`src/hdl/cnc_rlc_pkg.sv`:
```
// Shared types, codes and keyword constants for the reply line classifier.
package cnc_rlc_pkg;

  localparam int unsigned CharWidth = 8;
  localparam int unsigned WinDepth  = 9;              // previous characters kept
  localparam int unsigned WinBits   = (WinDepth + 1) * CharWidth;
  localparam int unsigned KwCount   = 9;
  localparam int unsigned SeenBits  = KwCount + 1;    // keywords plus the '=' flag
  localparam int unsigned EqBit     = KwCount;
  localparam int unsigned PosMax    = 4;              // position counter saturates here

  typedef logic [CharWidth-1:0] char_t;
  typedef logic [3:0]           kind_t;
  typedef logic [2:0]           pos_t;

  // Reply kind codes
  localparam kind_t KIND_STARTUP  = 4'd0;
  localparam kind_t KIND_STATUS   = 4'd1;
  localparam kind_t KIND_OK       = 4'd2;
  localparam kind_t KIND_ERROR    = 4'd3;
  localparam kind_t KIND_ALARM    = 4'd4;
  localparam kind_t KIND_LOCKED   = 4'd5;
  localparam kind_t KIND_HELP     = 4'd6;
  localparam kind_t KIND_UNLOCKED = 4'd7;
  localparam kind_t KIND_ENABLED  = 4'd8;
  localparam kind_t KIND_DISABLED = 4'd9;
  localparam kind_t KIND_PROBE    = 4'd10;
  localparam kind_t KIND_CONFIG   = 4'd11;
  localparam kind_t KIND_PARSER   = 4'd12;

  // Special characters
  localparam char_t CHAR_LT     = 8'h3C;  // '<'
  localparam char_t CHAR_GT     = 8'h3E;  // '>'
  localparam char_t CHAR_DOLLAR = 8'h24;  // '$'
  localparam char_t CHAR_EQ     = 8'h3D;  // '='

  // Startup banner prefix, first character first
  localparam char_t START_TEXT [4] = '{8'h47, 8'h72, 8'h62, 8'h6C};

  // Keywords right-aligned in the window: the current character is the low byte
  localparam logic [WinBits-1:0] KW_TEXT [KwCount] = '{
    80'("ok"), 80'("error"), 80'("ALARM"), 80'("to unlock"), 80'("HLP"),
    80'("Unlocked"), 80'("[Enabled]"), 80'("[Disabled]"), 80'("PRB")
  };
  localparam int unsigned KW_LEN [KwCount] = '{2, 5, 5, 9, 3, 8, 9, 10, 3};

  // Byte mask covering the low len characters of the window
  function automatic logic [WinBits-1:0] byte_mask(input int unsigned len);
    logic [WinBits-1:0] m;
    m = '0;
    for (int unsigned i = 0; i < WinDepth + 1; i++) begin
      if (i < len) m[i*CharWidth +: CharWidth] = {CharWidth{1'b1}};
    end
    return m;
  endfunction

  // Request held in the input register
  typedef struct packed {
    logic  go;     // request is processed this cycle
    logic  last;   // request carries the end-of-line mark
    char_t ch;
  } step_t;

  // Result handed to the output register
  typedef struct packed {
    logic  load;
    kind_t kind;
  } res_t;

endpackage

```
`src/hdl/cnc_rlc_input_stage.sv`:
```
// Input register and request handshake of the reply line classifier.
module cnc_rlc_input_stage (
  input  logic                 clk,
  input  logic                 rst,
  input  logic                 line_valid,
  output logic                 line_stall,
  input  logic [7:0]           line_byte,
  input  logic                 final_byte,
  input  logic                 open,
  output cnc_rlc_pkg::step_t   step
);
  import cnc_rlc_pkg::*;

  logic  vld;
  logic  last;
  char_t ch;
  logic  go;
  logic  load;

  // Process a held request unless it ends a line and the result slot is full
  assign go         = vld && (!last || open);
  assign load       = !vld || go;
  assign line_stall = vld && !go;

  // Hold or replace the input register
  always_ff @(posedge clk) begin
    if (rst) begin
      vld <= 1'b0;
    end else if (load) begin
      vld <= line_valid;
    end
  end

  always_ff @(posedge clk) begin
    if (load && line_valid) begin
      ch   <= line_byte;
      last <= final_byte;
    end
  end

  assign step = '{go: go, last: last, ch: ch};

endmodule

```
`src/hdl/cnc_rlc_scan.sv`:
```
// Line state, keyword window match and reply classification.
module cnc_rlc_scan (
  input  logic                clk,
  input  logic                rst,
  input  cnc_rlc_pkg::step_t  step,
  output cnc_rlc_pkg::res_t   res
);
  import cnc_rlc_pkg::*;

  logic [WinBits-CharWidth-1:0] recent;      // low byte is the most recent char
  logic [SeenBits-1:0]          seen;
  char_t                        first_char;
  pos_t                         pos;
  logic                         pfx;

  logic [WinBits-CharWidth-1:0] recent_next;
  logic [SeenBits-1:0]          seen_next;
  char_t                        first_next;
  pos_t                         pos_next;
  logic                         pfx_next;
  logic [WinBits-1:0]           win;
  logic [KwCount-1:0]           hit;
  kind_t                        kind;

  // Match every keyword against the tail of the window
  always_comb begin
    win = {recent, step.ch};
    for (int unsigned k = 0; k < KwCount; k++) begin
      hit[k] = ((win ^ KW_TEXT[k]) & byte_mask(KW_LEN[k])) == '0;
    end
  end

  // Next line state
  always_comb begin
    recent_next = win[WinBits-CharWidth-1:0];
    seen_next   = seen | {step.ch == CHAR_EQ, hit};
    first_next  = first_char;
    pfx_next    = pfx;
    pos_next    = pos;
    if (pos == '0) begin
      first_next = step.ch;
      pfx_next   = (step.ch == START_TEXT[0]);
    end else if (pos < pos_t'(PosMax)) begin
      if (step.ch != START_TEXT[pos[1:0]]) pfx_next = 1'b0;
    end
    if (pos < pos_t'(PosMax)) pos_next = pos + pos_t'(1);
  end

  // Classify by fixed priority
  always_comb begin
    kind = KIND_PARSER;
    if (pos_next == pos_t'(PosMax) && pfx_next) begin
      kind = KIND_STARTUP;
    end else if (first_next == CHAR_LT && step.ch == CHAR_GT) begin
      kind = KIND_STATUS;
    end else begin
      for (int k = KwCount - 1; k >= 0; k--) begin
        if (seen_next[k]) kind = KIND_OK + kind_t'(k);
      end
      if (seen_next[KwCount-1:0] == '0 && first_next == CHAR_DOLLAR && seen_next[EqBit]) begin
        kind = KIND_CONFIG;
      end
    end
  end

  // Advance line state; clear it at the end of a line
  always_ff @(posedge clk) begin
    if (rst || (step.go && step.last)) begin
      recent     <= '0;
      seen       <= '0;
      first_char <= '0;
      pos        <= '0;
      pfx        <= 1'b0;
    end else if (step.go) begin
      recent     <= recent_next;
      seen       <= seen_next;
      first_char <= first_next;
      pos        <= pos_next;
      pfx        <= pfx_next;
    end
  end

  assign res = '{load: step.go && step.last, kind: kind};

endmodule

```
`src/hdl/cnc_rlc_output_stage.sv`:
```
// Result register and reply handshake of the reply line classifier.
module cnc_rlc_output_stage (
  input  logic               clk,
  input  logic               rst,
  input  cnc_rlc_pkg::res_t  res,
  output logic               open,
  output logic               reply_valid,
  input  logic               reply_stall,
  output logic [3:0]         reply_kind
);
  import cnc_rlc_pkg::*;

  kind_t kind;

  // Slot can take a new result when empty or being drained
  assign open = !reply_valid || !reply_stall;

  always_ff @(posedge clk) begin
    if (rst) begin
      reply_valid <= 1'b0;
    end else if (open) begin
      reply_valid <= res.load;
    end
  end

  always_ff @(posedge clk) begin
    if (open && res.load) begin
      kind <= res.kind;
    end
  end

  assign reply_kind = kind;

endmodule

```
`src/hdl/cnc_response_line_classifier.sv`:
```
// Top level of the reply line classifier.
//
// Usage: feed one reply line from the motion controller, one character per
// request on the line channel (line_valid, line_stall, line_byte, final_byte),
// with final_byte set on the last character. For every line exactly one reply
// appears on the reply channel (reply_valid, reply_stall, reply_kind) carrying
// the line's type code; other characters produce nothing.
// The final character passes the input register, then the reply register.
// Throughput: one character per cycle unless line_stall is high, set by the
// window compare between the input register and the line state registers.
// Reset (rst, synchronous) empties both registers and clears the line state.
// While the receiver stalls a waiting reply, characters that do not end a line
// keep flowing; a character that ends a line is held in the input register and
// line_stall rises until the reply register frees up.
module cnc_response_line_classifier (
  input  logic       clk,
  input  logic       rst,
  input  logic       line_valid,
  output logic       line_stall,
  input  logic [7:0] line_byte,
  input  logic       final_byte,
  output logic       reply_valid,
  input  logic       reply_stall,
  output logic [3:0] reply_kind
);
  import cnc_rlc_pkg::*;

  step_t step;
  res_t  res;
  logic  open;

  cnc_rlc_input_stage u_input (
    .clk        (clk),
    .rst        (rst),
    .line_valid (line_valid),
    .line_stall (line_stall),
    .line_byte  (line_byte),
    .final_byte (final_byte),
    .open       (open),
    .step       (step)
  );

  cnc_rlc_scan u_scan (
    .clk  (clk),
    .rst  (rst),
    .step (step),
    .res  (res)
  );

  cnc_rlc_output_stage u_output (
    .clk         (clk),
    .rst         (rst),
    .res         (res),
    .open        (open),
    .reply_valid (reply_valid),
    .reply_stall (reply_stall),
    .reply_kind  (reply_kind)
  );

endmodule

```
`config.mk`:
```
export PLATFORM = sky130hd
export DESIGN_NAME = cnc_response_line_classifier
export DESIGN_NICKNAME = d
export VERILOG_FILES = /design/src/hdl/cnc_rlc_pkg.sv /design/src/hdl/cnc_rlc_input_stage.sv /design/src/hdl/cnc_rlc_scan.sv /design/src/hdl/cnc_rlc_output_stage.sv /design/src/hdl/cnc_response_line_classifier.sv
export SDC_FILE = /design/constraint.sdc
export NUM_CORES = 1
export LEC_CHECK = 0
export BUFFER_PORTS_ARGS = -buffer_cell sky130_fd_sc_hd__clkbuf_2
export CAP_MARGIN = 20
export CORE_MARGIN = 10
export CORE_UTILIZATION = 61
export DETAILED_ROUTE_END_ITERATION = 8
export PLACE_DENSITY = 0.79
export RECOVER_POWER = 100
export SYNTH_ARGS = -nofsm -noshare
export SYNTH_HDL_FRONTEND = slang
export SYNTH_SLANG_ARGS = --single-unit
export TNS_END_PERCENT = 1
```
`constraint.sdc`:
```
create_clock -name clk -period 2.6 [get_ports clk]
set_input_delay 0.39 -clock clk [delete_from_list [all_inputs] [get_ports clk]]
set_output_delay 0.39 -clock clk [all_outputs]
set_load 0.05 [all_outputs]
```
==> impl_metrics.yaml, run 1 <==
power:
  power_density_nw_per_um2: 568
  switching_share_pct: 24.9
  vdd.ir_drop.worst_v: 0.000417
  clockPowerShare_pct: 33.3
  seqPwrFrac_pct: 60.6
  switching_power_uw: 725
  comb_power_share_pct: 6.2
  leakagePower_uw: 0.00169
  intPower_uw: 2190
worst_setup_path:
  r2r_slack_ns: 0.19
  rr_worst_depth: 7
  slowest_stage: "edfxtp_1"
  crit_path_start: "u_input.ch[2]$_DFFE_PP_"
  critical_path_class: "flop to flop"
  crit_arrival_ns: 2.53
  reg2reg_from: "u_input.ch[2]$_DFFE_PP_"
  crit_path_max_incr_delay_ns: 0.58
  cp-end-kind: "flop"
  cp_num_cells: 7
  reg2reg_to: "u_output.reply_kind[0]$_SDFFCE_PP0P_"
  cp-endpoint: "u_output.reply_kind[0]$_SDFFCE_PP0P_"
  crit_fanout: 9
  path_buf_inv: 0
  cp-start-kind: "flop"
  crit_chain: "nor2_1, nand2_1, nor4b_1, a41oi_1, and4_1, a41oi_1, o22ai_1"
  crit_required_ns: 2.72
  crit_family: "simple AND/OR/NAND/NOR gates"
  critPathMostFrequentCell: "a41oi_1"
sta:
  timing.max_slew.rel_slack_pct: 33.2
  finalCritPeriodShare_pct: 92.7
  fmax_mhz: 415
  setup-tns-final_ns: 0
  finalCriticalPeriod_ns: 2.41
  hold_viol_final: 0
  setup_viol: 0
  slew_viol_final: 0
  rsz0062_at_grt: "no"
  skew_ns: 0.0116
  worst_pin_slew_ns: 1.00
finish:
  nNetsFinal: 602
  antenna_cells: 0
  drive_above_1_share_pct: 8.49
  area_growth_pct: 7.15
  finish.utilization_pct: 66.8
yosys:
  ys_ff_latch: 109
  synth_cell_types: 55
  syn-cell-area_sq_um: 4790
  synth_nets: 600
  postSynthAreaPerCell_sq_um: 8.24
  synth-async-reset-ratio_pct: 0
  yosysTopAreaCell: "dfxtp_1"
  synth-edff-count: 13
  postSynthCellCount: 582
  ys_warn_count: 0
  synth_top_area_share_pct: 40.1
  synth-main-ff-cell: "dfxtp_1"
  yosys-top-cells-area: "dfxtp_1 40%, nand2_1 14%, a21oi_1 9.1%"
  ys_seq_area_share_pct: 48.2
clocking:
  cts_hold_buf: 0
  ctsLongestPathBuffers: 2
  clockRootBuffer: "clkbuf_8"
  ctsHtreeMaxLevel: 3
  cts.sinks: 109
  cts_inserted_buffers: 9
  cts_tree: "yes"
  worstSkewPairLatency_ns: 0.37
  clkTransAtPathRegs_ns: 0.11
floorplan:
  core_area_sq_um: 7690
  fp.dieW_um: 109
  dieArea_sq_um: 11800
  row_count: 32
  num_io_pins: 19
  die_y_um: 109
  start_util_pct: 62.4
route:
  routed_wirelength_um: 11300
  drt_iter0_drc: 453
  route.detailed.drc: 0
  via_per_inst: 5.98
  final_antenna_net_count: 0
  vias: 4130
  wire_per_inst_um: 16.3
  dr.pass1.iters: 5
placement:
  gp_congestion: 0.909
  dpl.hpwl_um: 7820
  port-buffer-count: 18
grt:
  antenna_found_initial: 0
  grt_use_total_pct: 19.2
  grt_pass1_vias: 3770
  globalRouteOverflowTotal: 0
  grt_pass1_wl_um: 18600
  grt_max_degree: 95
status:
  outcome: "finished clean"
hold_path:
  holdPathStages: 1
  min_path_type: "input port to flop"
job:
  max-cap-violations: 0
cells in the mapped netlist, types with 7 or more instances:
cell type / number
nor4bb_1: 9
nor3_1: 15
nand2_1: 181
dfxtp_1: 96
nor4_1: 7
clkbuf_1: 25
inv_1: 7
nand3_1: 7
nor2_1: 29
a21oi_1: 87
edfxtp_1: 13
sequential cells by signal, summed over array words and instances (netlist names):
name / cells
u_scan.pfx: 1
u_input.vld: 1
u_scan.seen: 10
u_scan.recent: 72
u_input.last: 1
u_output.reply_valid: 1
u_scan.pos: 3
u_input.ch: 8
u_output.reply_kind: 4
u_scan.first_char: 8
through the flow:
stage	instance area, sq um	std cells	hold WS [ns]	setup slack (ns)	power (uW)
2_1_floorplan	4790	582	0.431	0.437	1930
3_3_place_gp	4970	675	0.440	0.293	1980
3_5_place_dp	4970	675	0.448	0.230	1990
4_1_cts	5160	691	0.181	0.192	2930
5_1_grt	5140	691	0.175	0.0490	3010
6_report	5140	691	0.189	0.191	2920
kinds of logic (layout without fill, tap and decap cells):
group,count (synthesis),after routing,synth area share (%)
adder cells (fa/ha/maj),5,5,1.31
AND/OR/NAND/NOR,312,312,33.0
AO/OA/AOI/OAI,108,108,12.8
flip-flops,109,109,48.2
XOR/XNOR,6,6,1.10
buffers and inverters,42,49,3.50
power groups by stage:
stage | Clock, uW | Combinational [uW] | Sequential [uW]
after floorplan | 0 | 138 | 1790
after global placement | 0 | 179 | 1800
after detailed placement | 0 | 183 | 1800
after CTS | 978 | 184 | 1760
after global routing | 1040 | 200 | 1770
final | 970 | 180 | 1770
cells in the final DEF, fill, tap and decap left out, drive strengths merged, types with 6 or more instances in the layout:
cell	instances
nand2	181
dfxtp	96
a21oi	87
clkbuf	31
nor2	29
nor3	15
edfxtp	13
nor4	10
nor4bb	9
inv	9
nand3	7
nor3b	7
buf	7
nand4	6
and4	6
nor4b	6
a31oi	6
routing by layer:
metal	vias to the layer above	global-route usage, %	share of wire (%)
met2	131	29.4	46
met5	-	0	0
li1	2017	-	-
met4	0	6.12	1.8
met3	23	2.95	6.3
met1	1959	27.2	46
layout make-up:
cell class,instances,area [sq um]
flip-flops and latches,109,2310
clock inverters,4,31.3
well taps,102,128
repair buffers,26,168
inverters,7,26.3
multi-input cells,431,2310
fillers,676,2550
clock buffers,12,155
worst reg2reg max path, cell delays in order, from the launching register on:
cell	delay, ns
edfxtp_1	0.58
nor2_1	0.19
nand2_1	0.07
nor4b_1	0.38
a41oi_1	0.29
and4_1	0.32
a41oi_1	0.23
o22ai_1	0.10
how the worst min path moves through the flow:
stage,startpoint,slack [ns],end
global route,line_byte[0],0.17,u_input.ch[0]$_DFFE_PP_
finish,line_byte[2],0.19,u_input.ch[2]$_DFFE_PP_
detailed placement,u_scan.first_char[2]$_SDFFE_PP0P_,0.45,u_scan.first_char[2]$_SDFFE_PP0P_
CTS,line_byte[2],0.18,u_input.ch[2]$_DFFE_PP_
floorplan,u_scan.recent[66]$_SDFFE_PP0P_,0.43,u_scan.recent[66]$_SDFFE_PP0P_
global placement,u_scan.recent[70]$_SDFFE_PP0P_,0.44,u_scan.recent[70]$_SDFFE_PP0P_
what timing repair did:
item | 4_1_cts | 5_1_grt
setup endpoints to repair | 0 | 2
buffers inserted | 0 | 0
resized for setup | 0 | 1
No activity file was read; power rests on OpenSTA's default activity.
==> run 2, diff against run 1 <==
--- a/config.mk
+++ b/config.mk
@@ -5,12 +5,13 @@
 export SDC_FILE = /design/constraint.sdc
 export NUM_CORES = 1
 export LEC_CHECK = 0
+export ABC_AREA = 1
 export BUFFER_PORTS_ARGS = -buffer_cell sky130_fd_sc_hd__clkbuf_2
 export CAP_MARGIN = 20
 export CORE_MARGIN = 10
-export CORE_UTILIZATION = 61
+export CORE_UTILIZATION = 62
 export DETAILED_ROUTE_END_ITERATION = 8
-export PLACE_DENSITY = 0.79
+export PLACE_DENSITY = 0.8
 export RECOVER_POWER = 100
 export SYNTH_ARGS = -nofsm -noshare
 export SYNTH_HDL_FRONTEND = slang
==> impl_metrics.yaml, run 2 <==
status:
  outcome: "finished with violations"
  violations: "capacitance limit, slew limit"
route:
  route.detailed.drc: 0
  wire_per_inst_um: 13.6
  drt_iter0_drc: 327
  dr.pass1.iters: 5
  routed_wirelength_um: 12200
  vias: 4845
  final_antenna_net_count: 0
  via_per_inst: 5.43
yosys:
  yosysTopAreaCell: "dfxtp_1"
  synth-async-reset-ratio_pct: 0
  syn-cell-area_sq_um: 5270
  synth_commonest_cells: "249 x nand2_1, 96 x dfxtp_1, 95 x nor2_1, 87 x a21oi_1, 74 x inv_1"
  synth-main-ff-cell: "dfxtp_1"
  synth_nets: 794
  postSynthAreaPerCell_sq_um: 6.79
  postSynthCellCount: 776
  post-synth-top-count-cell: "nand2_1"
  ys_warn_count: 0
  yosys-top-cells-area: "dfxtp_1 36%, nand2_1 18%, a21oi_1 8.3%"
  synth-edff-count: 13
  synth_cell_types: 33
  ys_ff_latch: 109
  ys_seq_area_share_pct: 43.9
  synth_top_area_share_pct: 36.4
power:
  vdd.ir_drop.worst_v: 0.000467
  power_density_nw_per_um2: 542
  leakagePower_uw: 0.00211
floorplan:
  core_area_sq_um: 8260
  start_util_pct: 63.8
  num_io_pins: 19
  die_y_um: 112
  dieArea_sq_um: 12600
  row_count: 33
  fp.dieW_um: 112
worst_setup_path:
  crit_arrival_ns: 2.51
  crit_required_ns: 2.74
  cp-end-kind: "flop"
  cp-start-kind: "flop"
  crit_fanout: 6
  critical_path_class: "flop to flop"
clocking:
  ctsHtreeMaxLevel: 3
  clockRootBuffer: "clkbuf_8"
  ctsLongestPathBuffers: 2
  worstSkewPairLatency_ns: 0.39
  post-cts-setup-buffers: 0
  cts_inserted_buffers: 9
  clkTransAtPathRegs_ns: 0.10
  cts.sinks: 109
  cts_hold_buf: 0
  ctsResizeCount: 0
  cts_tree: "yes"
grt:
  antenna_found_initial: 0
  grt_pass1_wl_um: 20700
  globalRouteOverflowTotal: 0
  grt_max_degree: 90
  grt_pass1_vias: 4483
  grt_use_total_pct: 19.2
finish:
  regMostFlops: "u_scan.recent"
  reg_top3: "u_scan.recent x72, u_scan.seen x10"
  final_common_cell: "nand2_1"
  area_growth_pct: 7.21
  regArea_sq_um: 2310
  drive_above_1_share_pct: 8.50
  largest_reg_flops: 72
  mostFrequentLayoutCells: "248 x nand2_1, 96 x dfxtp_1, 95 x nor2_1"
  multi_input_area_sq_um: 2520
  fillers: 730
  final_cells: 893
  nNetsFinal: 801
  antenna_cells: 0
sta:
  setup_viol: 0
  setup-tns-final_ns: 0
  worst_pin_slew_ns: 1.69
  hold_viol_final: 0
  rsz0062_at_grt: "no"
  finalCriticalPeriod_ns: 2.36
  finalCritPeriodShare_pct: 90.9
  timing.max_slew.rel_slack_pct: -12.8
  fmax_mhz: 423
  skew_ns: 0.0111
  slew_viol_final: 179
job:
  max-cap-violations: 2
placement:
  dpl.hpwl_um: 8410
  place_inst: 877
  gp_congestion: 0.936
  port-buffer-count: 18
hold_path:
  min_path_type: "input port to flop"
## run 2: cell types whose count changed after synthesis, moves of 6 or more
cell / change
nand2_1: +68
inv_1: +67
nor2_1: +66
nand3_1: +19
o21ai_0: +16
inv_2: +11
nor4bb_1: -9
nand3b_1: +6
nand4_1: +6
nor3b_1: -6
nor4_1: -6
nor4b_1: -6
## run 2: worst max-delay path, cell delays in order (launching register included)
cell and delay, ns:
dfxtp_1 0.36, inv_1 0.14, ha_1 0.17, inv_1 0.05, nor2_1 0.19, inv_1 0.14, o21ai_0 0.30, nand2_1 0.12
nor2_1 0.11, nand4_1 0.10, nor2_1 0.24, inv_1 0.07, nand4_1 0.10, nor2_1 0.04
## run 2: worst paths after layout
| check | slack (ns) | to | from | cells after the start |
|---|---|---|---|---|
| max | 0.24 | u_output.reply_kind[2]$_SDFFCE_PP0P_ | u_scan.pos[1]$_SDFFE_PP0P_ | 13 |
| min | 0.17 | u_input.vld$_SDFFE_PP0N_ | rst | 2 |
| max reg2reg | 0.24 | u_output.reply_kind[2]$_SDFFCE_PP0P_ | u_scan.pos[1]$_SDFFE_PP0P_ | 13 |
| min reg2reg | 0.46 | u_scan.recent[67]$_SDFFE_PP0P_ | u_scan.recent[67]$_SDFFE_PP0P_ | 2 |
## run 2: cell families (layout without fill, tap and decap cells)
family	Yosys count	count (layout)	share of synthesized area (%)
adders and majority gates	5	5	1.19
xor gates and xnor gates	2	2	0.332
and+or+nand+nor	424	424	34.0
buffers and inverters	116	128	8.42
AOI/OAI and AO/OA	120	120	12.2
DFF	109	109	43.9
## run 2: cell type report
| cell class | count | area share, % |
|---|---|---|
| clock inverter | 6 | 1.20 |
| tap | 105 | 2.32 |
| sequential | 109 | 40.9 |
| inverter | 85 | 5.64 |
| timing repair buffer | 27 | 2.94 |
| clock buffer | 10 | 2.43 |
| multi-input combinational | 551 | 44.6 |
## run 2: per-stage QoR
stage	cell area, sq um	total power, uW	hold WS (ns)	setup slack [ns]	util, %
2_1_floorplan	5270	1950	0.434	0.645	-
3_3_place_gp	5470	2010	0.445	0.498	66.2
3_5_place_dp	5470	2020	0.454	0.358	66.2
4_1_cts	5670	3060	0.167	0.295	68.7
5_1_grt	5650	3170	0.159	0.0380	68.5
6_report	5650	3060	0.169	0.237	68.5
## run 2: where the power goes
| part | internal (uW) | total (uW) | switching, uW |
|---|---|---|---|
| sequential | 1730 | 1760 | 30.2 |
| clock | 480 | 1080 | 605 |
| combinational | 62.3 | 220 | 158 |
## run 2: routing by layer
metal	part of all wire (%)	track usage [%]
met5	0	0
met4	1.3	5.25
met1	47	25.7
met2	45	30.5
met3	6.5	3.94
==> run 3, diff against run 2 <==
--- a/config.mk
+++ b/config.mk
@@ -12,7 +12,6 @@
 export CORE_UTILIZATION = 62
 export DETAILED_ROUTE_END_ITERATION = 8
 export PLACE_DENSITY = 0.8
-export RECOVER_POWER = 100
 export SYNTH_ARGS = -nofsm -noshare
 export SYNTH_HDL_FRONTEND = slang
 export SYNTH_SLANG_ARGS = --single-unit
==> impl_metrics.yaml, run 3 (same netlist as run 2, synthesis figures left out) <==
route:
  route.met3.wl_um: 801
  dr.pass1.iters: 5
  drt_iter0_drc: 334
  vias: 4848
  highest_layer: "met4"
  routed_wirelength_um: 12100
  route.detailed.drc: 0
  met2_length_um: 5470
  wl_met1_um: 5670
  wire_per_inst_um: 13.6
  via_per_inst: 5.43
  final_antenna_net_count: 0
worst_setup_path:
  reg2reg_from: "u_scan.pos[1]$_SDFFE_PP0P_"
  cp-start-kind: "flop"
  crit_required_ns: 2.74
  crit_arrival_ns: 2.50
  rr_worst_depth: 13
  crit_fanout: 6
  cp-end-kind: "flop"
  crit_chain: "inv_1, ha_1, inv_1, nor2_1, inv_1, o21ai_0, nand2_1, nor2_1, nand4_1, nor2_1, inv_1, nand4_1, nor2_1"
  critical_path_class: "flop to flop"
  crit_path_max_incr_delay_ns: 0.36
  r2r_slack_ns: 0.24
  slowest_stage: "dfxtp_1"
  reg2reg_to: "u_output.reply_kind[2]$_SDFFCE_PP0P_"
floorplan:
  row_count: 33
  start_util_pct: 63.8
  dieArea_sq_um: 12600
  die_y_um: 112
  fp.dieW_um: 112
  core_area_sq_um: 8260
  num_io_pins: 19
sta:
  setup_viol: 0
  rsz0062_at_grt: "no"
  fmax_mhz: 424
  setup-tns-final_ns: 0
  finalCriticalPeriod_ns: 2.36
  skew_ns: 0.0113
  slew_viol_final: 0
  hold_viol_final: 0
  worst_pin_slew_ns: 0.868
  timing.max_slew.rel_slack_pct: 42.1
  finalCritPeriodShare_pct: 90.8
finish:
  largest_reg_flops: 72
  finish.utilization_pct: 68.7
  mostFrequentLayoutCells: "247 x nand2_1, 96 x dfxtp_1, 95 x nor2_1"
  final_common_cell: "nand2_1"
  fillers: 721
  regMostFlops: "u_scan.recent"
  nNetsFinal: 801
  final_cells: 893
  area_growth_pct: 7.57
  antenna_cells: 0
  reg_top3: "u_scan.recent x72, u_scan.seen x10"
  drive_above_1_share_pct: 9.64
hold_path:
  hp-start: "rst"
  holdPathStages: 2
  min_path_type: "input port to flop"
  min_to: "u_input.vld$_SDFFE_PP0N_"
job:
  max-cap-violations: 0
clocking:
  ctsLongestPathBuffers: 2
  cts.sinks: 109
  ctsHtreeMaxLevel: 3
  cts_hold_buf: 0
  post-cts-setup-buffers: 0
  clockRootBuffer: "clkbuf_8"
  worstSkewPairLatency_ns: 0.38
  cts_tree: "yes"
  ctsResizeCount: 0
  cts_inserted_buffers: 9
  clkTransAtPathRegs_ns: 0.10
power:
  leakagePower_uw: 0.00213
  power_density_nw_per_um2: 540
  vdd.ir_drop.worst_v: 0.000465
grt:
  grt_use_total_pct: 19.2
  antenna_found_initial: 0
  globalRouteOverflowTotal: 0
  grt_pass1_vias: 4483
  grt_max_degree: 90
  grt_pass1_wl_um: 20700
placement:
  dpl.hpwl_um: 8410
  gp_congestion: 0.936
  port-buffer-count: 18
  place_inst: 877
status:
  outcome: "finished clean"
run 3: how the worst max path moves through the flow:
stage	startpoint	end	slack, ns	depth (start not counted)
3_5_place_dp	u_scan.pos[1]$_SDFFE_PP0P_	u_output.reply_kind[2]$_SDFFCE_PP0P_	0.36	13
3_3_place_gp	u_scan.pos[0]$_SDFFE_PP0P_	u_output.reply_kind[0]$_SDFFCE_PP0P_	0.50	13
6_report	u_scan.pos[1]$_SDFFE_PP0P_	u_output.reply_kind[2]$_SDFFCE_PP0P_	0.24	13
2_1_floorplan	u_scan.pos[0]$_SDFFE_PP0P_	u_output.reply_kind[1]$_SDFFCE_PP0P_	0.65	13
5_1_grt	u_scan.pos[1]$_SDFFE_PP0P_	u_output.reply_kind[2]$_SDFFCE_PP0P_	0.04	13
4_1_cts	u_scan.pos[1]$_SDFFE_PP0P_	u_output.reply_kind[2]$_SDFFCE_PP0P_	0.30	13
run 3: layout make-up:
type	instances	area, sq um	area share (%)
Tap cell	105	131	2.32
Inverter	85	319	5.63
Clock inverter	6	67.6	1.19
Clock buffer	10	138	2.43
Multi-Input combinational cell	551	2520	44.5
Sequential cell	109	2310	40.8
Timing Repair Buffer	27	183	3.22
run 3: power breakdown:
part | internal, uW | switching, uW | total [uW]
sequential | 1730 | 30.2 | 1760
combinational | 64.1 | 157 | 221
clock | 480 | 604 | 1080
run 3: layer usage:
metal	GRT usage, %	vias to the layer above
met4	5.25	0
li1	-	2474
met5	0	-
met2	30.5	156
met1	25.7	2196
met3	3.94	22
run 3: worst max-delay path: cells and delay by family (launching register included):
kind,cells,cell delay [ns]
flip-flops,1,0.36
adder cells (fa/ha/maj),1,0.17
AO/OA/AOI/OAI,1,0.30
AND/OR/NAND/NOR,7,0.91
buffers and inverters,4,0.40
run 3: metrics by stage:
step,cell area [sq um],total power (uW),worst slack (ns),hold slack (ns)
after detailed placement,5470,2020,0.358,0.454
after floorplan,5270,1950,0.645,0.434
after CTS,5670,3060,0.295,0.167
final,5670,3060,0.239,0.169
after global placement,5470,2010,0.498,0.445
after global routing,5670,3170,0.0376,0.159
